--- src/design/rag_pkg.sv ---
// ----------------------------------------------------------------------------
// rag_pkg
// Types, command codes and the 5x7 font ROM of the rectangle and glyph blitter.
// ----------------------------------------------------------------------------
package rag_pkg;

	typedef enum logic [2:0] {
		KIND_CLEAR = 3'd0,
		KIND_FILL  = 3'd1,
		KIND_FRAME = 3'd2,
		KIND_GLYPH = 3'd3,
		KIND_READ  = 3'd4
	} kind_t;

	localparam logic CFG_WIDTH  = 1'b0;
	localparam logic CFG_HEIGHT = 1'b1;

	localparam int GLYPH_COLS = 5;
	localparam int GLYPH_ROWS = 7;

	typedef struct packed {
		logic [2:0]         kind;
		logic signed [11:0] pos_x;
		logic signed [11:0] pos_y;
		logic [11:0]        rect_w;
		logic [11:0]        rect_h;
		logic [7:0]         char_code;
		logic [15:0]        color;
		logic [15:0]        outline_color;
		logic [7:0]         scale_q4;
	} req_t;

	typedef struct packed {
		logic [15:0] read_color;
		logic        in_range;
	} rsp_t;

	typedef struct packed {
		logic [11:0] idx;
		logic [8:0]  data;
	} cfg_req_t;

	typedef struct packed {
		logic signed [13:0] x;
		logic signed [13:0] y;
		logic signed [13:0] w;
		logic signed [13:0] h;
		logic [15:0]        body;
		logic [15:0]        edge_col;
		logic               outlined;
	} rect_cmd_t;

	// One glyph row; 5 bits, leftmost pixel in bit 4.
	function automatic logic [4:0] font_row(input logic [7:0] code_in, input logic [2:0] row);
		logic [7:0]  c;
		logic [34:0] g;
		begin
			c = code_in;
			if (c >= 8'h61 && c <= 8'h7a)
				c = c - 8'h20;
			case (c)
				8'h20: g = {5'h00,5'h00,5'h00,5'h00,5'h00,5'h00,5'h00};
				8'h41: g = {5'h0E,5'h11,5'h11,5'h1F,5'h11,5'h11,5'h11};
				8'h42: g = {5'h1E,5'h11,5'h11,5'h1E,5'h11,5'h11,5'h1E};
				8'h43: g = {5'h0E,5'h11,5'h10,5'h10,5'h10,5'h11,5'h0E};
				8'h44: g = {5'h1E,5'h11,5'h11,5'h11,5'h11,5'h11,5'h1E};
				8'h45: g = {5'h1F,5'h10,5'h10,5'h1E,5'h10,5'h10,5'h1F};
				8'h46: g = {5'h1F,5'h10,5'h10,5'h1E,5'h10,5'h10,5'h10};
				8'h47: g = {5'h0E,5'h11,5'h10,5'h17,5'h11,5'h11,5'h0F};
				8'h48: g = {5'h11,5'h11,5'h11,5'h1F,5'h11,5'h11,5'h11};
				8'h49: g = {5'h0E,5'h04,5'h04,5'h04,5'h04,5'h04,5'h0E};
				8'h4A: g = {5'h07,5'h02,5'h02,5'h02,5'h02,5'h12,5'h0C};
				8'h4B: g = {5'h11,5'h12,5'h14,5'h18,5'h14,5'h12,5'h11};
				8'h4C: g = {5'h10,5'h10,5'h10,5'h10,5'h10,5'h10,5'h1F};
				8'h4D: g = {5'h11,5'h1B,5'h15,5'h15,5'h11,5'h11,5'h11};
				8'h4E: g = {5'h11,5'h19,5'h15,5'h13,5'h11,5'h11,5'h11};
				8'h4F: g = {5'h0E,5'h11,5'h11,5'h11,5'h11,5'h11,5'h0E};
				8'h50: g = {5'h1E,5'h11,5'h11,5'h1E,5'h10,5'h10,5'h10};
				8'h51: g = {5'h0E,5'h11,5'h11,5'h11,5'h15,5'h12,5'h0D};
				8'h52: g = {5'h1E,5'h11,5'h11,5'h1E,5'h14,5'h12,5'h11};
				8'h53: g = {5'h0F,5'h10,5'h10,5'h0E,5'h01,5'h01,5'h1E};
				8'h54: g = {5'h1F,5'h04,5'h04,5'h04,5'h04,5'h04,5'h04};
				8'h55: g = {5'h11,5'h11,5'h11,5'h11,5'h11,5'h11,5'h0E};
				8'h56: g = {5'h11,5'h11,5'h11,5'h11,5'h11,5'h0A,5'h04};
				8'h57: g = {5'h11,5'h11,5'h11,5'h15,5'h15,5'h15,5'h0A};
				8'h58: g = {5'h11,5'h11,5'h0A,5'h04,5'h0A,5'h11,5'h11};
				8'h59: g = {5'h11,5'h11,5'h0A,5'h04,5'h04,5'h04,5'h04};
				8'h5A: g = {5'h1F,5'h01,5'h02,5'h04,5'h08,5'h10,5'h1F};
				8'h30: g = {5'h0E,5'h11,5'h13,5'h15,5'h19,5'h11,5'h0E};
				8'h31: g = {5'h04,5'h0C,5'h04,5'h04,5'h04,5'h04,5'h0E};
				8'h32: g = {5'h0E,5'h11,5'h01,5'h02,5'h04,5'h08,5'h1F};
				8'h33: g = {5'h1E,5'h01,5'h01,5'h0E,5'h01,5'h01,5'h1E};
				8'h34: g = {5'h02,5'h06,5'h0A,5'h12,5'h1F,5'h02,5'h02};
				8'h35: g = {5'h1F,5'h10,5'h1E,5'h01,5'h01,5'h11,5'h0E};
				8'h36: g = {5'h06,5'h08,5'h10,5'h1E,5'h11,5'h11,5'h0E};
				8'h37: g = {5'h1F,5'h01,5'h02,5'h04,5'h08,5'h08,5'h08};
				8'h38: g = {5'h0E,5'h11,5'h11,5'h0E,5'h11,5'h11,5'h0E};
				8'h39: g = {5'h0E,5'h11,5'h11,5'h0F,5'h01,5'h02,5'h0C};
				8'h2E: g = {5'h00,5'h00,5'h00,5'h00,5'h00,5'h0C,5'h0C};
				8'h2C: g = {5'h00,5'h00,5'h00,5'h00,5'h0C,5'h04,5'h08};
				8'h3A: g = {5'h00,5'h0C,5'h0C,5'h00,5'h0C,5'h0C,5'h00};
				8'h21: g = {5'h04,5'h04,5'h04,5'h04,5'h04,5'h00,5'h04};
				8'h3F: g = {5'h0E,5'h11,5'h01,5'h06,5'h04,5'h00,5'h04};
				8'h2D: g = {5'h00,5'h00,5'h00,5'h1F,5'h00,5'h00,5'h00};
				8'h2B: g = {5'h00,5'h04,5'h04,5'h1F,5'h04,5'h04,5'h00};
				8'h3D: g = {5'h00,5'h00,5'h1F,5'h00,5'h1F,5'h00,5'h00};
				8'h2F: g = {5'h01,5'h02,5'h02,5'h04,5'h08,5'h08,5'h10};
				8'h28: g = {5'h02,5'h04,5'h08,5'h08,5'h08,5'h04,5'h02};
				8'h29: g = {5'h08,5'h04,5'h02,5'h02,5'h02,5'h04,5'h08};
				8'h5D: g = {5'h0E,5'h02,5'h02,5'h02,5'h02,5'h02,5'h0E};
				8'h5B: g = {5'h0E,5'h08,5'h08,5'h08,5'h08,5'h08,5'h0E};
				8'h3C: g = {5'h02,5'h04,5'h08,5'h10,5'h08,5'h04,5'h02};
				8'h3E: g = {5'h08,5'h04,5'h02,5'h01,5'h02,5'h04,5'h08};
				8'h5F: g = {5'h00,5'h00,5'h00,5'h00,5'h00,5'h00,5'h1F};
				8'h27: g = {5'h04,5'h04,5'h08,5'h00,5'h00,5'h00,5'h00};
				8'h22: g = {5'h0A,5'h0A,5'h00,5'h00,5'h00,5'h00,5'h00};
				8'h2A: g = {5'h00,5'h0A,5'h04,5'h1F,5'h04,5'h0A,5'h00};
				8'h23: g = {5'h0A,5'h0A,5'h1F,5'h0A,5'h1F,5'h0A,5'h0A};
				8'h25: g = {5'h19,5'h1A,5'h02,5'h04,5'h08,5'h0B,5'h13};
				default: g = {5'h1F,5'h11,5'h11,5'h15,5'h11,5'h11,5'h1F};
			endcase
			case (row)
				3'd0: font_row = g[34:30];
				3'd1: font_row = g[29:25];
				3'd2: font_row = g[24:20];
				3'd3: font_row = g[19:15];
				3'd4: font_row = g[14:10];
				3'd5: font_row = g[9:5];
				default: font_row = g[4:0];
			endcase
		end
	endfunction

	typedef enum logic [2:0] {
		ST_IDLE,
		ST_CLEAR,
		ST_CELL,
		ST_RECT,
		ST_READ,
		ST_READ_WAIT,
		ST_READ_DATA,
		ST_RESP
	} state_t;

	typedef enum logic [1:0] {
		RS_IDLE,
		RS_ROW,
		RS_PIX
	} rstate_t;

	// Status of the rectangle walker back to the sequencer.
	typedef struct packed {
		logic busy;
		logic done;
	} rect_sts_t;

endpackage

--- src/design/rag_rect_walker.sv ---
// ----------------------------------------------------------------------------
// rag_rect_walker
// Walks one clipped rectangle; one pixel write per cycle along each row.
// ----------------------------------------------------------------------------
module rag_rect_walker import rag_pkg::*; #(
	parameter int AW = 17
) (
	input  logic               clk,
	input  logic               arst_n,
	input  logic               start,
	input  rect_cmd_t          cmd,
	input  logic [12:0]        eff_w,
	input  logic [12:0]        eff_h,
	output rect_sts_t          sts,
	output logic               wr_en,
	output logic [AW-1:0]      wr_addr,
	output logic [15:0]        wr_data
);

	rstate_t state_q, state_d;
	rect_cmd_t cmd_q;
	logic signed [14:0] x0_q, x1_q, y1_q, px_q, py_q;
	logic [AW-1:0] row_base_q, addr_q;

	logic signed [14:0] xe, ye, x0c, y0c, x1c, y1c;
	logic edge_hit;

	// clip bounds from the request; the walker itself uses the registered copy
	always_comb begin
		xe  = 15'(cmd.x) + 15'(cmd.w);
		ye  = 15'(cmd.y) + 15'(cmd.h);
		x0c = (cmd.x > 0) ? 15'(cmd.x) : '0;
		y0c = (cmd.y > 0) ? 15'(cmd.y) : '0;
		x1c = (xe < $signed({2'b00, eff_w})) ? xe : $signed({2'b00, eff_w});
		y1c = (ye < $signed({2'b00, eff_h})) ? ye : $signed({2'b00, eff_h});
	end

	always_comb begin
		state_d = state_q;
		unique case (state_q)
			RS_IDLE: if (start) state_d = RS_ROW;
			RS_ROW:  state_d = (py_q < y1_q && x0_q < x1_q) ? RS_PIX : RS_IDLE;
			RS_PIX:  if (px_q + 15'sd1 >= x1_q) state_d = RS_ROW;
			default: state_d = RS_IDLE;
		endcase
	end

	always_ff @(posedge clk or negedge arst_n) begin
		if (!arst_n) begin
			state_q <= RS_IDLE;
		end else begin
			state_q <= state_d;
		end
	end

	// row_base tracks py*W by repeated add of the pitch
	always_ff @(posedge clk) begin
		unique case (state_q)
			RS_IDLE: if (start) begin
				cmd_q      <= cmd;
				x0_q       <= x0c;
				x1_q       <= x1c;
				y1_q       <= y1c;
				py_q       <= y0c;
				px_q       <= x0c;
				row_base_q <= AW'(AW'(y0c[12:0]) * AW'(eff_w));
			end
			RS_ROW: begin
				px_q   <= x0_q;
				addr_q <= row_base_q + AW'(x0_q[12:0]);
			end
			RS_PIX: begin
				px_q   <= px_q + 15'sd1;
				addr_q <= addr_q + AW'(1);
				if (px_q + 15'sd1 >= x1_q) begin
					py_q       <= py_q + 15'sd1;
					row_base_q <= row_base_q + AW'(eff_w);
				end
			end
			default: ;
		endcase
	end

	assign edge_hit = cmd_q.outlined && (px_q == 15'(cmd_q.x) || py_q == 15'(cmd_q.y)
		|| px_q == 15'(cmd_q.x) + 15'(cmd_q.w) - 15'sd1
		|| py_q == 15'(cmd_q.y) + 15'(cmd_q.h) - 15'sd1);

	always_comb begin
		wr_en   = (state_q == RS_PIX);
		wr_addr = addr_q;
		wr_data = edge_hit ? cmd_q.edge_col : cmd_q.body;
		sts.busy = (state_q != RS_IDLE);
		sts.done = (state_q == RS_ROW) && (state_d == RS_IDLE);
	end

	assert property (@(posedge clk) disable iff (!arst_n)
		wr_en |-> (px_q >= 0 && py_q >= 0 && px_q < $signed({2'b00, eff_w})))
		else $error("pixel write outside clipped area");
	assert property (@(posedge clk) disable iff (!arst_n)
		sts.done |=> !sts.busy)
		else $error("walker busy after done");
	assert property (@(posedge clk) disable iff (!arst_n)
		(start && state_q == RS_IDLE) |=> sts.busy)
		else $error("walker did not start");

endmodule

--- config.mk ---
export PLATFORM = sky130hd
export DESIGN_NAME = rag_rect_walker
export DESIGN_NICKNAME = d
export VERILOG_FILES = /design/src/design/rag_pkg.sv /design/src/design/rag_rect_walker.sv
export SDC_FILE = /design/constraint.sdc
export NUM_CORES = 1
export LEC_CHECK = 0
export ABC_AREA = 1
export BUFFER_PORTS_ARGS = -buffer_cell sky130_fd_sc_hd__buf_2
export CAP_MARGIN = 10
export CELL_PAD_IN_SITES_DETAIL_PLACEMENT = 1
export CELL_PAD_IN_SITES_GLOBAL_PLACEMENT = 1
export CORE_AREA = 2 2 202 204
export DETAILED_ROUTE_END_ITERATION = 10
export DIE_AREA = 0 0 204 206
export GPL_ROUTABILITY_DRIVEN = 1
export MAX_ROUTING_LAYER = met4
export PLACE_DENSITY_LB_ADDON = 0.08
export RECOVER_POWER = 25
export SKIP_CTS_REPAIR_TIMING = 1
export SLEW_MARGIN = 20
export SYNTH_ARGS = -nofsm -noshare
export SYNTH_HDL_FRONTEND = slang
export SYNTH_SLANG_ARGS = --single-unit
--- constraint.sdc ---
create_clock -name clk -period 10.1 [get_ports clk]
set_input_delay 0.505 -clock clk [delete_from_list [all_inputs] [get_ports clk]]
set_output_delay 0.505 -clock clk [all_outputs]
set_load 0.005 [all_outputs]
==> results.py <==
metrics = {
    "worst_setup_path": {
        "crit_required_ps": 10340,
        "critical_path.startpoint": "cmd[69]",
        "worstPathArrival_ps": 6600,
        "crit_path_start_kind": "input port",
        "cp_num_buf_inv": 4,
        "worstPathMaxFanout": 14,
        "crit_type": "in -> reg",
        "critPathTopFamily": "adder cells",
        "endpoint_kind": "flip-flop",
        "cpPeakStageDelay_ps": 540,
        "cp_slowest_cell": "nor2_1",
        "r2r_start": "px_q[0]",
    },
    "cells_and_area": {
        "layout.nets": 3058,
        "fin_util_pct": 53.5,
        "drive_gt1_share_pct": 6.53,
        "syn2layout_area_growth_pct": 9.17,
        "final_area_um2": 21500,
        "multiInputGateArea_um2": 11600,
        "seqCellArea_um2": 5970,
        "num-fill-cells": 5080,
        "n_antenna_cell": 0,
    },
    "sta": {
        "hold_viol_final": 0,
        "period_minus_slack_ps": 6360,
        "tns_ps": 0,
        "slew_viol_final": 0,
        "period_share_pct": 63.0,
        "rsz0062_at_grt": "no",
        "tightestPinTransition_ps": 975,
        "hold_ws_ps": 205,
        "max_slew_margin_pct": 34.9,
        "skew_ps": 14.0,
        "setup_viol": 0,
        "max_freq_mhz": 157,
    },
    "clocking": {
        "cts-root-buf": "clkbuf_16",
        "cts_sinks": 199,
        "cts_buffers": 17,
        "path_clk_slew_ps": 90,
        "tritoncts": "built",
        "cts_max_level": 4,
        "insertion_delay_ps": 480,
        "cts.path.max_buffers": 2,
    },
    "logic_synthesis": {
        "synth.net_count": 2916,
        "synthCells": 2481,
        "async_flop_share_pct": 1.01,
        "yosys.area.top_type": "edfxtp_1",
        "ys_warn_count": 0,
        "netlist_area_um2": 19700,
        "yosysSeqAreaShare_pct": 30.3,
        "synth.area.top_cells": "edfxtp_1 (30%), ha_1 (14%), nand2_1 (10%), inv_1 (10%), fa_1 (9.5%)",
        "synth_ff_type": "edfxtp_1",
        "ys_ff_latch": 199,
        "synth_edf_count": 197,
        "yosysTopAreaCellShare_pct": 30.0,
        "syn_avg_cell_area_um2": 7.93,
        "synth_cell_types": 58,
    },
    "floorplan": {
        "die_x_um": 204,
        "core_area_um2": 40200,
        "initial_core_util_pct": 49.0,
        "rows": 74,
        "die_y_um": 206,
        "die_area_um2": 42000,
        "io_pins": 154,
    },
    "power": {
        "peakVddDrop_uv": 150,
        "power_density_nw_per_um2": 246,
        "power.leakage_uw": 0.0108,
    },
    "hold_path": {
        "min_path_type": "in -> reg",
        "hp-start": "cmd[11]",
    },
    "global_route": {
        "grt_max_degree": 74,
        "grt_pass1_vias": 18400,
        "grt_pass1_wl_um": 97500,
        "grt.total_usage_pct": 30.9,
        "overflow": 0,
        "antenna_found_initial": 0,
    },
    "outcome": {
        "outcome": "completed",
    },
    "detailed_routing": {
        "drt_iter0_markers": 987,
        "viasPerCell": 5.40,
        "ant_nets": 0,
        "wl_per_cell_um": 19.2,
        "drtPass1Iterations": 6,
        "drc": 0,
        "routed_wl_um": 60800,
        "num_vias": 17100,
    },
    "place": {
        "gp_congestion": 0.979,
        "place_area_um2": 21000,
        "port_buffers": 153,
        "detailed_place_hpwl_um": 50400,
    },
    "flow_run": {
        "cap_viol_max_count": 0,
    },
}
-- layout make-up --
class                           instances  share of cell area (%)
Clock buffer                           17                    1.98
Multi-Input combinational cell       1714                    53.8
Clock inverter                         15                   0.652
Timing Repair Buffer                  160                    3.45
Tap cell                              532                    3.10
Sequential cell                       199                    27.8
Inverter                              531                    9.30
-- cells by family after synthesis --
logic type / synth area share (%)
buffers and inverters: 11.1
flip-flops: 30.3
adder cells (fa/ha/maj): 23.7
AND/OR/NAND/NOR: 20.6
multiplexers: 0.0508
XOR/XNOR: 4.53
other: 0.0190
AO/OA/AOI/OAI: 9.68
-- through the flow --
| step | std cells | worst slack (ps) | power (µW) |
|---|---|---|---|
| final | 3168 | 3740 | 5290 |
| after global routing | 3168 | 3260 | 5800 |
| after CTS | 3167 | 3910 | 5320 |
| after detailed placement | 3135 | 3450 | 4610 |
| after global placement | 3135 | 3750 | 4440 |
| after floorplan | 2481 | 4590 | 3700 |
-- final timing paths --
check	endpoint	slack (ps)	cells past startpoint
min in group asynchronous	state_q[0]	360	2
max	row_base_q[15]	3740	26
min	cmd_q[11]	200	1
min reg2reg	state_q[1]	610	2
max in group asynchronous	state_q[1]	9620	2
max reg2reg	py_q[8]	5630	21
-- Yosys cell counts (6+ instances only) --
cell / number
nor2_1: 211
nand3b_1: 8
a21oi_1: 147
a2bb2oi_1: 8
ha_1: 224
o31ai_1: 8
buf_2: 7
o21ai_2: 13
nand4_1: 33
a21o_1: 7
nand3_1: 123
o21ai_0: 100
nor4_1: 7
o21a_1: 6
edfxtp_1: 197
inv_1: 525
xnor2_1: 37
fa_1: 93
nor3_1: 14
or2_2: 6
xor2_1: 52
clkbuf_1: 20
o21ai_1: 11
nand2_1: 541
-- report_power, final --
group          internal, µW  switching [µW]
clock                   327             366
sequential             1320             273
combinational          1110            1890
-- sequential cells by signal (all words and copies together) (netlist names) --
name and count:
cmd_q 89, px_q 15, py_q 15, row_base_q 17
state_q 2, wr_addr 17, x0_q 14, x1_q 15
y1_q 15
-- placed cells by master, fill, tap and decap left out, types with 4 or more instances in the layout --
cell / Yosys / layout
a21boi_0: 4 / 4
a21o_1: 7 / 7
a21oi_1: 147 / 146
a2bb2oi_1: 8 / 8
buf_2: 7 / 90
buf_4: 4 / 6
clkbuf_1: 20 / 62
clkbuf_16: 0 / 17
clkinv_1: 4 / 5
clkinv_4: 0 / 5
edfxtp_1: 197 / 197
fa_1: 93 / 93
ha_1: 224 / 223
inv_1: 525 / 524
inv_6: 0 / 4
inv_8: 0 / 4
nand2_1: 541 / 541
nand2_2: 4 / 4
nand3_1: 123 / 123
nand3_2: 5 / 5
nand3b_1: 8 / 8
nand4_1: 33 / 33
nor2_1: 211 / 211
nor3_1: 14 / 14
nor4_1: 7 / 7
o211ai_1: 5 / 5
o21a_1: 6 / 6
o21ai_0: 100 / 100
o21ai_1: 11 / 11
o21ai_2: 13 / 13
o21bai_1: 5 / 5
o22ai_1: 4 / 4
o31ai_1: 8 / 8
or2_2: 6 / 6
xnor2_1: 37 / 37
xnor3_1: 5 / 5
xor2_1: 52 / 52
-- layer usage --
metal	track usage [%]	vias up	wire length (µm)
met2	53.0	345	30000
met3	3.28	96	2200
li1	-	8257	-
met4	9.55	0	1620
met1	38.5	8413	27000
met5	-	-	0
No activity file was read; power rests on OpenSTA's default activity.
